==> config.mk <==
export PLATFORM = sky130hd
export DESIGN_NAME = echo_range_counter_display
export DESIGN_NICKNAME = d
export VERILOG_FILES = /design/src/hw/rtl/erc_pkg.sv /design/src/hw/rtl/echo_range_counter_display.sv /design/src/hw/rtl/erc_measure.sv /design/src/hw/rtl/erc_display.sv /design/src/hw/rtl/erc_out_buf.sv
export VERILOG_INCLUDE_DIRS = /design/src /design/src/hw/rtl
export SDC_FILE = /design/constraint.sdc
export NUM_CORES = 1
export LEC_CHECK = 0
export BUFFER_PORTS_ARGS = -buffer_cell sky130_fd_sc_hd__buf_2
export CORE_MARGIN = 3
export CORE_UTILIZATION = 61
export CTS_BUF_LIST = sky130_fd_sc_hd__clkbuf_4 sky130_fd_sc_hd__clkbuf_8 sky130_fd_sc_hd__clkbuf_16
export DETAILED_ROUTE_END_ITERATION = 16
export PLACE_DENSITY_LB_ADDON = 0.15
export SLEW_MARGIN = 25
export SYNTH_ARGS = -nofsm -noshare
export SYNTH_HDL_FRONTEND = slang
export SYNTH_SLANG_ARGS = --single-unit
==> constraint.sdc <==
create_clock -name clk -period 7.9 [get_ports clk]
set_clock_uncertainty 0.05 [all_clocks]
set_input_delay 0.79 -clock clk [delete_from_list [all_inputs] [get_ports clk]]
set_output_delay 0.79 -clock clk [all_outputs]
set_load 0.05 [all_outputs]
==> src/hw/rtl/echo_range_counter_display_macros.svh <==
// Assertion macros shared by the echo ranging counter RTL.
`ifndef ECHO_RANGE_COUNTER_DISPLAY_MACROS_SVH
`define ECHO_RANGE_COUNTER_DISPLAY_MACROS_SVH

// Implication in the same cycle, checked on clk and quiet while in reset.
`define ERC_ASSERT_NOW(label, ante, cons) \
    label: assert property (@(posedge clk) disable iff (!rst_n) (ante) |-> (cons)) \
        else $error("erc assertion failed");

// Implication checked in the cycle after the antecedent.
`define ERC_ASSERT_NEXT(label, ante, cons) \
    label: assert property (@(posedge clk) disable iff (!rst_n) (ante) |=> (cons)) \
        else $error("erc assertion failed");

`endif

==> src/hw/rtl/erc_pkg.sv <==
// Shared types, constants and helper functions of the echo ranging counter.
package erc_pkg;

    // Width of the echo tick counter.
    localparam int COUNT_WIDTH = 14;
    localparam logic [COUNT_WIDTH-1:0] COUNT_MAX = '1;

    // Distance and configuration register widths.
    localparam int DIST_WIDTH = 14;
    localparam int CFG_WIDTH = 14;
    localparam logic [DIST_WIDTH-1:0] DIST_MAX = 14'd9999;
    localparam logic [CFG_WIDTH-1:0] TIMEOUT_RESET = 14'd300;
    localparam logic [CFG_WIDTH-1:0] THRESHOLD_RESET = 14'd15;

    // Configuration register indexes.
    localparam logic REG_TIMEOUT_LIMIT = 1'b0;
    localparam logic REG_OPEN_THRESHOLD = 1'b1;

    // Display geometry.
    localparam int BCD_DIGITS = 4;
    localparam int DIGIT_IDX_WIDTH = $clog2(BCD_DIGITS);
    localparam int SEG_WIDTH = 7;

    typedef logic [BCD_DIGITS-1:0][3:0] bcd_t;
    localparam bcd_t BCD_MAX = {4'd9, 4'd9, 4'd9, 4'd9};

    // Measurement status handed from the counter to the display and result path.
    typedef struct packed {
        bcd_t                  held_bcd;
        logic [DIST_WIDTH-1:0] distance;
        logic                  finished;
        logic                  lid_open;
    } meas_t;

    // One result word.
    typedef struct packed {
        logic [BCD_DIGITS-1:0] digit_enable;
        logic [SEG_WIDTH-1:0]  segments;
        logic [DIST_WIDTH-1:0] distance;
        logic                  measure_done;
        logic                  lid_open;
        logic                  bin_full;
    } result_t;

    // Add one to a decimal count, ones digit first.
    function automatic bcd_t bcd_inc(input bcd_t v);
        bcd_t r;
        logic carry;
        r = v;
        carry = 1'b1;
        for (int i = 0; i < BCD_DIGITS; i++)
        begin
            if (carry)
            begin
                if (v[i] == 4'd9)
                begin
                    r[i] = 4'd0;
                end
                else
                begin
                    r[i] = v[i] + 4'd1;
                    carry = 1'b0;
                end
            end
        end
        return r;
    endfunction

    // Seven-segment pattern of a decimal digit; blank for codes above nine.
    function automatic logic [SEG_WIDTH-1:0] seg_pattern(input logic [3:0] d);
        logic [SEG_WIDTH-1:0] p;
        unique case (d)
            4'd0:    p = 7'h3f;
            4'd1:    p = 7'h06;
            4'd2:    p = 7'h5b;
            4'd3:    p = 7'h4f;
            4'd4:    p = 7'h66;
            4'd5:    p = 7'h6d;
            4'd6:    p = 7'h7d;
            4'd7:    p = 7'h07;
            4'd8:    p = 7'h7f;
            4'd9:    p = 7'h6f;
            default: p = 7'h00;
        endcase
        return p;
    endfunction

    // Digit strobe: ones on the top bit down to thousands on the bottom bit.
    function automatic logic [BCD_DIGITS-1:0] digit_select(
        input logic [DIGIT_IDX_WIDTH-1:0] idx
    );
        logic [BCD_DIGITS-1:0] s;
        s = '0;
        s[BCD_DIGITS-1-int'(idx)] = 1'b1;
        return s;
    endfunction

endpackage

==> src/hw/rtl/echo_range_counter_display.sv <==
// Top level of the echo ranging counter with four-digit seven-segment display.
// Result words are registered in a two-entry buffer and offered from there in order.
// Throughput: one word per cycle while the buffer has space; the counter, edge detector
// and display index update in the accepting cycle, and the buffer absorbs output stalls.
// Reset: asynchronous, active low; measurement idle, counts and distance zero.
module echo_range_counter_display (
    input  logic                                clk,
    input  logic                                rst_n,
    input  logic                                cfg_wr_en,
    input  logic                                cfg_index,
    input  logic [erc_pkg::CFG_WIDTH-1:0]       cfg_data,
    input  logic                                in_valid,
    output logic                                in_ready,
    input  logic                                start_req,
    input  logic                                echo_level,
    input  logic                                count_tick,
    input  logic                                scan_tick,
    input  logic                                fill_sense,
    output logic                                out_valid,
    input  logic                                out_ready,
    output logic [erc_pkg::BCD_DIGITS-1:0]      digit_enable,
    output logic [erc_pkg::SEG_WIDTH-1:0]       segments,
    output logic [erc_pkg::DIST_WIDTH-1:0]      distance,
    output logic                                measure_done,
    output logic                                lid_open,
    output logic                                bin_full
);

    logic                                   accept;
    erc_pkg::meas_t                         status;
    logic [erc_pkg::BCD_DIGITS-1:0]         dig_en;
    logic [erc_pkg::SEG_WIDTH-1:0]          seg;
    erc_pkg::result_t                       push_word, out_word;

    assign accept = in_valid && in_ready;

    erc_measure u_measure (
        .clk        (clk),
        .rst_n      (rst_n),
        .cfg_wr_en  (cfg_wr_en),
        .cfg_index  (cfg_index),
        .cfg_data   (cfg_data),
        .accept     (accept),
        .start_req  (start_req),
        .echo_level (echo_level),
        .count_tick (count_tick),
        .status     (status)
    );

    erc_display u_display (
        .clk          (clk),
        .rst_n        (rst_n),
        .accept       (accept),
        .scan_tick    (scan_tick),
        .held_bcd     (status.held_bcd),
        .digit_enable (dig_en),
        .segments     (seg)
    );

    // Assemble the result word of this input word.
    always_comb
    begin
        push_word.digit_enable = dig_en;
        push_word.segments     = seg;
        push_word.distance     = status.distance;
        push_word.measure_done = status.finished;
        push_word.lid_open     = status.lid_open;
        push_word.bin_full     = !fill_sense;
    end

    erc_out_buf u_out_buf (
        .clk       (clk),
        .rst_n     (rst_n),
        .push      (accept),
        .push_word (push_word),
        .has_space (in_ready),
        .out_valid (out_valid),
        .out_ready (out_ready),
        .out_word  (out_word)
    );

    // Result ports.
    assign digit_enable = out_word.digit_enable;
    assign segments     = out_word.segments;
    assign distance     = out_word.distance;
    assign measure_done = out_word.measure_done;
    assign lid_open     = out_word.lid_open;
    assign bin_full     = out_word.bin_full;

    // Checks on the result path.
`include "echo_range_counter_display_macros.svh"
    `ERC_ASSERT_NOW(a_digit_onehot, out_valid, $onehot(digit_enable))
    `ERC_ASSERT_NOW(a_lid_needs_done, out_valid && lid_open, measure_done)
    `ERC_ASSERT_NOW(a_stall_only_full, !in_ready, out_valid)
    `ERC_ASSERT_NEXT(a_full_after_stall, !in_ready && !out_ready, !in_ready && out_valid)

endmodule

==> src/hw/rtl/erc_measure.sv <==
// Echo measurement: configuration registers, edge detection, counting and latch.
module erc_measure (
    input  logic                           clk,
    input  logic                           rst_n,
    input  logic                           cfg_wr_en,
    input  logic                           cfg_index,
    input  logic [erc_pkg::CFG_WIDTH-1:0]  cfg_data,
    input  logic                           accept,
    input  logic                           start_req,
    input  logic                           echo_level,
    input  logic                           count_tick,
    output erc_pkg::meas_t                 status
);

    typedef enum logic [2:0] {
        PH_WAIT  = 3'b001,
        PH_COUNT = 3'b010,
        PH_DONE  = 3'b100
    } phase_t;

    phase_t                             phase_reg, phase_next;
    logic [erc_pkg::COUNT_WIDTH-1:0]    count_reg, count_next, count_inc;
    erc_pkg::bcd_t                      bcd_cnt_reg, bcd_cnt_next, bcd_cnt_inc;
    erc_pkg::bcd_t                      held_bcd_reg, held_bcd_next;
    logic [erc_pkg::DIST_WIDTH-1:0]     held_dist_reg, held_dist_next;
    logic                               echo_prev_reg;
    logic [erc_pkg::CFG_WIDTH-1:0]      timeout_reg, threshold_reg;
    logic                               rise, fall, finished, not_top;

    // Configuration writes are taken whenever the enable is high.
    always_ff @(posedge clk or negedge rst_n)
    begin
        if (!rst_n)
        begin
            timeout_reg   <= erc_pkg::TIMEOUT_RESET;
            threshold_reg <= erc_pkg::THRESHOLD_RESET;
        end
        else if (cfg_wr_en)
        begin
            unique case (cfg_index)
                erc_pkg::REG_TIMEOUT_LIMIT:  timeout_reg   <= cfg_data;
                erc_pkg::REG_OPEN_THRESHOLD: threshold_reg <= cfg_data;
                default:                     timeout_reg   <= timeout_reg;
            endcase
        end
    end

    // Next state of the measurement for the word on the input.
    always_comb
    begin
        rise        = echo_level && !echo_prev_reg;
        fall        = !echo_level && echo_prev_reg;
        not_top     = (count_reg != erc_pkg::COUNT_MAX);
        count_inc   = not_top ? count_reg + erc_pkg::COUNT_WIDTH'(1) : count_reg;
        // The decimal copy tracks the count clamped to four digits.
        bcd_cnt_inc = (not_top && (bcd_cnt_reg != erc_pkg::BCD_MAX))
                      ? erc_pkg::bcd_inc(bcd_cnt_reg) : bcd_cnt_reg;
        phase_next   = phase_reg;
        count_next   = count_reg;
        bcd_cnt_next = bcd_cnt_reg;
        finished     = 1'b0;
        if (start_req)
        begin
            phase_next   = PH_WAIT;
            count_next   = '0;
            bcd_cnt_next = '0;
        end
        else
        begin
            unique case (phase_reg)
                PH_WAIT:
                begin
                    if (rise)
                    begin
                        phase_next = PH_COUNT;
                    end
                end
                PH_COUNT:
                begin
                    if (fall)
                    begin
                        finished = 1'b1;
                    end
                    else if (count_tick)
                    begin
                        count_next   = count_inc;
                        bcd_cnt_next = bcd_cnt_inc;
                        if (32'(count_inc) > 32'(timeout_reg))
                        begin
                            finished = 1'b1;
                        end
                    end
                end
                PH_DONE:
                begin
                    phase_next = PH_DONE;
                end
                default:
                begin
                    phase_next = PH_DONE;
                end
            endcase
        end
        if (finished)
        begin
            phase_next = PH_DONE;
        end
    end

    // Latch of the distance when a measurement ends, clamped to four digits.
    always_comb
    begin
        held_dist_next = held_dist_reg;
        held_bcd_next  = held_bcd_reg;
        if (finished)
        begin
            held_bcd_next = bcd_cnt_next;
            if (32'(count_next) > 32'(erc_pkg::DIST_MAX))
            begin
                held_dist_next = erc_pkg::DIST_MAX;
            end
            else
            begin
                held_dist_next = erc_pkg::DIST_WIDTH'(count_next);
            end
        end
    end

    // State advances once for every accepted word.
    always_ff @(posedge clk or negedge rst_n)
    begin
        if (!rst_n)
        begin
            phase_reg     <= PH_DONE;
            count_reg     <= '0;
            bcd_cnt_reg   <= '0;
            held_bcd_reg  <= '0;
            held_dist_reg <= '0;
            echo_prev_reg <= 1'b0;
        end
        else if (accept)
        begin
            phase_reg     <= phase_next;
            count_reg     <= count_next;
            bcd_cnt_reg   <= bcd_cnt_next;
            held_bcd_reg  <= held_bcd_next;
            held_dist_reg <= held_dist_next;
            echo_prev_reg <= echo_level;
        end
    end

    // Status after this word.
    always_comb
    begin
        status.held_bcd = held_bcd_next;
        status.distance = held_dist_next;
        status.finished = finished;
        status.lid_open = finished && (held_dist_next <= threshold_reg);
    end

endmodule

==> src/hw/rtl/erc_display.sv <==
// Four-digit multiplexed display: digit scan index, strobe and segment decode.
module erc_display (
    input  logic                                clk,
    input  logic                                rst_n,
    input  logic                                accept,
    input  logic                                scan_tick,
    input  erc_pkg::bcd_t                       held_bcd,
    output logic [erc_pkg::BCD_DIGITS-1:0]      digit_enable,
    output logic [erc_pkg::SEG_WIDTH-1:0]       segments
);

    logic [erc_pkg::DIGIT_IDX_WIDTH-1:0] digit_idx_reg;

    // The scan tick moves to the next digit after the current word.
    always_ff @(posedge clk or negedge rst_n)
    begin
        if (!rst_n)
        begin
            digit_idx_reg <= '0;
        end
        else if (accept && scan_tick)
        begin
            digit_idx_reg <= digit_idx_reg + erc_pkg::DIGIT_IDX_WIDTH'(1);
        end
    end

    // Strobe and pattern of the digit currently selected.
    assign digit_enable = erc_pkg::digit_select(digit_idx_reg);
    assign segments     = erc_pkg::seg_pattern(held_bcd[digit_idx_reg]);

endmodule

==> src/hw/rtl/erc_out_buf.sv <==
// Two-entry result buffer that decouples the input side from output stalls.
module erc_out_buf (
    input  logic             clk,
    input  logic             rst_n,
    input  logic             push,
    input  erc_pkg::result_t push_word,
    output logic             has_space,
    output logic             out_valid,
    input  logic             out_ready,
    output erc_pkg::result_t out_word
);

    erc_pkg::result_t entry_reg [2];
    logic [1:0]       count_reg, count_next;
    logic             wr_ptr_reg, rd_ptr_reg;
    logic             pop;

    assign out_valid = (count_reg != 2'd0);
    assign has_space = (count_reg != 2'd2);
    assign out_word  = entry_reg[rd_ptr_reg];
    assign pop       = out_valid && out_ready;

    // Occupancy follows pushes and pops.
    always_comb
    begin
        count_next = count_reg;
        if (push && !pop)
        begin
            count_next = count_reg + 2'd1;
        end
        else if (pop && !push)
        begin
            count_next = count_reg - 2'd1;
        end
    end

    // Pointers and occupancy.
    always_ff @(posedge clk or negedge rst_n)
    begin
        if (!rst_n)
        begin
            count_reg  <= 2'd0;
            wr_ptr_reg <= 1'b0;
            rd_ptr_reg <= 1'b0;
        end
        else
        begin
            count_reg <= count_next;
            if (push)
            begin
                wr_ptr_reg <= !wr_ptr_reg;
            end
            if (pop)
            begin
                rd_ptr_reg <= !rd_ptr_reg;
            end
        end
    end

    // Result storage.
    always_ff @(posedge clk)
    begin
        if (push)
        begin
            entry_reg[wr_ptr_reg] <= push_word;
        end
    end

endmodule

==> qor.yml <==
period_share_pct: 75.6
vias: 6296
synthAdderAreaFrac_pct: 7.09
drc: 0
synth_top_area_share_pct: 26.3
synthMuxAreaShare_pct: 9.77
rows: 42
ys_top_cells_by_area: "dfrtp_1, edfxtp_1, ha_1, mux2_2, nand2_1"
crit_chain: "ha_1 > and3_1 > and3_1 > nand3_1 > xor2_1 > nand2_1 > ha_1 > and4_1 > nand4_1 > a311o_1 > a31oi_1 > o2111ai_4 > buf_4 > o21ai_0 > ha_1 > and3_1 > nand3_1 > nor2_1 > nor2_1 > nand2_1 > a21oi_1 > a2bb2oi_1 > a22oi_1 > a31oi_1"
grt_pass1_wl_um: 30300
total_power_w: 0.00264
critPathMaxStageDelay_ns: 0.52
drive_above_1_share_pct: 19.4
powerDensity_mw_per_mm2: 279
syn_nets: 903
switching_power_w: 0.000933
fp.dieArea_mm2: 0.0153
synth_xor_xnor_area_share_pct: 2.48
critPathMaxFanout: 48
worst_ir_drop_vdd_mv: 0.167
routed_wl_um: 18900
post_cts.repair.setup_buffers: 0
seq_area_frac_synth_pct: 48.9
synth_simple_gate_area_share_pct: 15.4
drv_slew: 0
synth_area_leader_cell: "dfrtp_1"
max_freq_ghz: 0.167
critPathArrivalTime_ns: 6.15
avgSynthCellArea_um2: 10.2
core-area_mm2: 0.0134
cts.repair.resized: 0
maxCapViolations: 0
rsz0062_at_grt: "no"
h-tree-depth: 4
track_usage_pct: 25.8
cts_made_buffers: 17
io_buffers: 54
initial_core_util_pct: 63.2
path_buf_inv: 1
die_w_um: 124
critPathTopFamily: "compound AO/OA/AOI/OAI gates"
grt_pass1_vias: 5964
setup_violations: 0
layout.nets: 945
yosysUniqueCellTypes: 67
pwr-share-clk_pct: 31.0
period_needed_ns: 5.98
start_kind: "flip-flop"
grt.overflow.total: 0
insertion_delay_ns: 0.43
clk_root_buffer_cell: "clkbuf_16"
die_h_um: 124
p_leak_nw: 4.10
switching_share_pct: 35.4
cp.required_ns: 8.08
critPathSlowestCell: "o21ai_0"
clk_path_buf_depth: 2
clk_pin_slew_ns: 0.06
antenna_found_initial: 0
async_flop_share_pct: 63.6
hp-class: "primary input to asynchronous set/reset pin"
grt_start_max_net_pins: 86
ys.flop_type: "dfrtp_1"
pwr-share-comb_pct: 28.4
netlist_area_mm2: 0.00847
synth_cells: 830
dp_hpwl_um: 13100
relSlewSlack_pct: 37.7
yosysWarnings: 0
cts_hold_buf: 0
hold_viol_final: 0
cp-end-kind: "flip-flop"
ys_seq_elements: 154
tns_ns: 0
synth_edf_count: 56
p_int_w: 0.00171
synth_compound_area_share_pct: 12.4
drt-wirelength-per-cell_um: 17.8
outcome: "finished clean"
gp_congestion: 0.893
sequentialPowerShare_pct: 40.6
worstSetupPathType: "flip-flop to flip-flop"
top_level_ports: 55
first_pass_iters: 5
avgViaCountPerCell: 5.93
cts_tree: "yes"
synth_top_family_by_area: "simple AND/OR/NAND/NOR gates"
cts_sinks: 154
antenna_left: 0
drt-initial-drc-count: 624
largest_reg_flops: 56
max_slew.worst_pin.slew_ns: 0.932
area_growth_pct: 11.8
antenna_cells: 0
==> cell families after synthesis <==
family,count (synthesis)
AND/OR/NAND/NOR,277
AO/OA/AOI/OAI,173
flip-flops,154
buffers and inverters,83
multiplexers,71
adder cells (fa/ha/maj),48
XOR/XNOR,24
==> power by group through the flow <==
| stage | combinational (W) | sequential [W] | clock, W |
|---|---|---|---|
| after global routing | 0.000810 | 0.00108 | 0.000866 |
| after global placement | 0.000730 | 0.00108 | 0 |
| final | 0.000750 | 0.00107 | 0.000819 |
| after detailed placement | 0.000746 | 0.00108 | 0 |
| after CTS | 0.000754 | 0.00107 | 0.000828 |
| after floorplan | 0.000602 | 0.00104 | 0 |
==> metal layers <==
layer  global-route usage, %  wire (um)  vias up
met5                       0          0        -
met4                    7.89        227        0
met3                    4.63        951       23
met2                    41.3       9080      189
met1                    36.1       8660     3039
li1                        -          -     3045
==> metrics by stage <==
stage          instances  utilization (%)  worst slack (ns)  hold WS [ns]  instance area (um^2)
4_1_cts             1060             70.6              2.03         0.146                  9460
3_3_place_gp        1028             66.2              2.44         0.412                  8860
6_report            1061             70.7              1.92         0.149                  9470
5_1_grt             1061             70.7              1.51         0.155                  9470
3_5_place_dp        1028             66.2              2.16         0.413                  8870
2_1_floorplan        830                -              2.29         0.396                  8470
==> synth_stat cells (3+ instances only) <==
library cell / n
a31oi_1: 12
edfxtp_1: 56
a22o_1: 3
a211oi_1: 3
mux2i_1: 14
ha_1: 48
clkbuf_1: 24
o31ai_1: 4
a21oi_1: 25
o21a_1: 8
nand2_1: 129
nand3_1: 19
xor2_1: 11
nand2b_1: 7
nor2b_1: 7
mux4_2: 4
nor2_1: 50
inv_1: 43
and3_1: 5
o21ai_0: 85
mux2_2: 53
or4_1: 3
a21o_1: 6
nor3_1: 12
a32o_1: 3
or3_1: 4
dfrtp_1: 89
and2_1: 7
xnor2_1: 13
buf_2: 8
o22ai_1: 3
nor4_1: 3
and4_1: 5
buf_1: 5
or2_2: 4
nand4_1: 9
dfstp_2: 9
==> path summary, 6_finish.rpt <==
kind / from / endpoint / slack (ns) / cells after the start
max in group asynchronous: rst_n / u_out_buf.rd_ptr_reg$_DFFE_PN0P_ / 6.61 / 2
hold / removal: rst_n / u_measure.held_bcd_reg[12]$_DFFE_PN0P_ / 0.15 / 1
min in group clk: u_measure.held_dist_reg[13]$_DFFE_PN0P_ / u_measure.held_dist_reg[13]$_DFFE_PN0P_ / 0.42 / 2
setup / recovery: u_measure.count_reg[0]$_DFFE_PN0P_ / u_out_buf.entry_reg[1][1]$_DFFE_PP_ / 1.92 / 24
hold reg to reg: u_measure.held_dist_reg[13]$_DFFE_PN0P_ / u_measure.held_dist_reg[13]$_DFFE_PN0P_ / 0.42 / 2
setup reg to reg: u_measure.count_reg[0]$_DFFE_PN0P_ / u_out_buf.entry_reg[1][1]$_DFFE_PP_ / 1.92 / 24
==> final cells by class <==
type | instances | area [um^2]
sequential | 154 | 4150
multi-input combinational | 593 | 4010
fill | 949 | 3930
clock buffer | 20 | 460
timing repair buffer | 62 | 334
tap | 176 | 220
inverter | 44 | 165
clock inverter | 12 | 136
==> layout by cell type (no fill, tap or decap), types with 4 or more instances in the layout <==
cell and instances:
and4_1 5, a21oi_1 25, and3_1 5, ha_1 48, mux2_2 53, clkbuf_16 17, inv_1 43, nor3_1 12
mux4_2 4, o21ai_0 85, nand2b_1 7, o21a_1 8, or3_1 4, xnor2_1 13, xor2_1 11, buf_2 53
nand4_1 9, nor2b_1 7, nor2_1 49, o31ai_1 4, or2_2 4, inv_6 5, dfstp_2 9, edfxtp_1 56
a31oi_1 12, mux2i_1 14, a21o_1 6, buf_4 7, and2_1 7, nand2_1 129, nand3_1 19, dfrtp_1 88
Note: power is estimated with default switching activity, not from simulation.
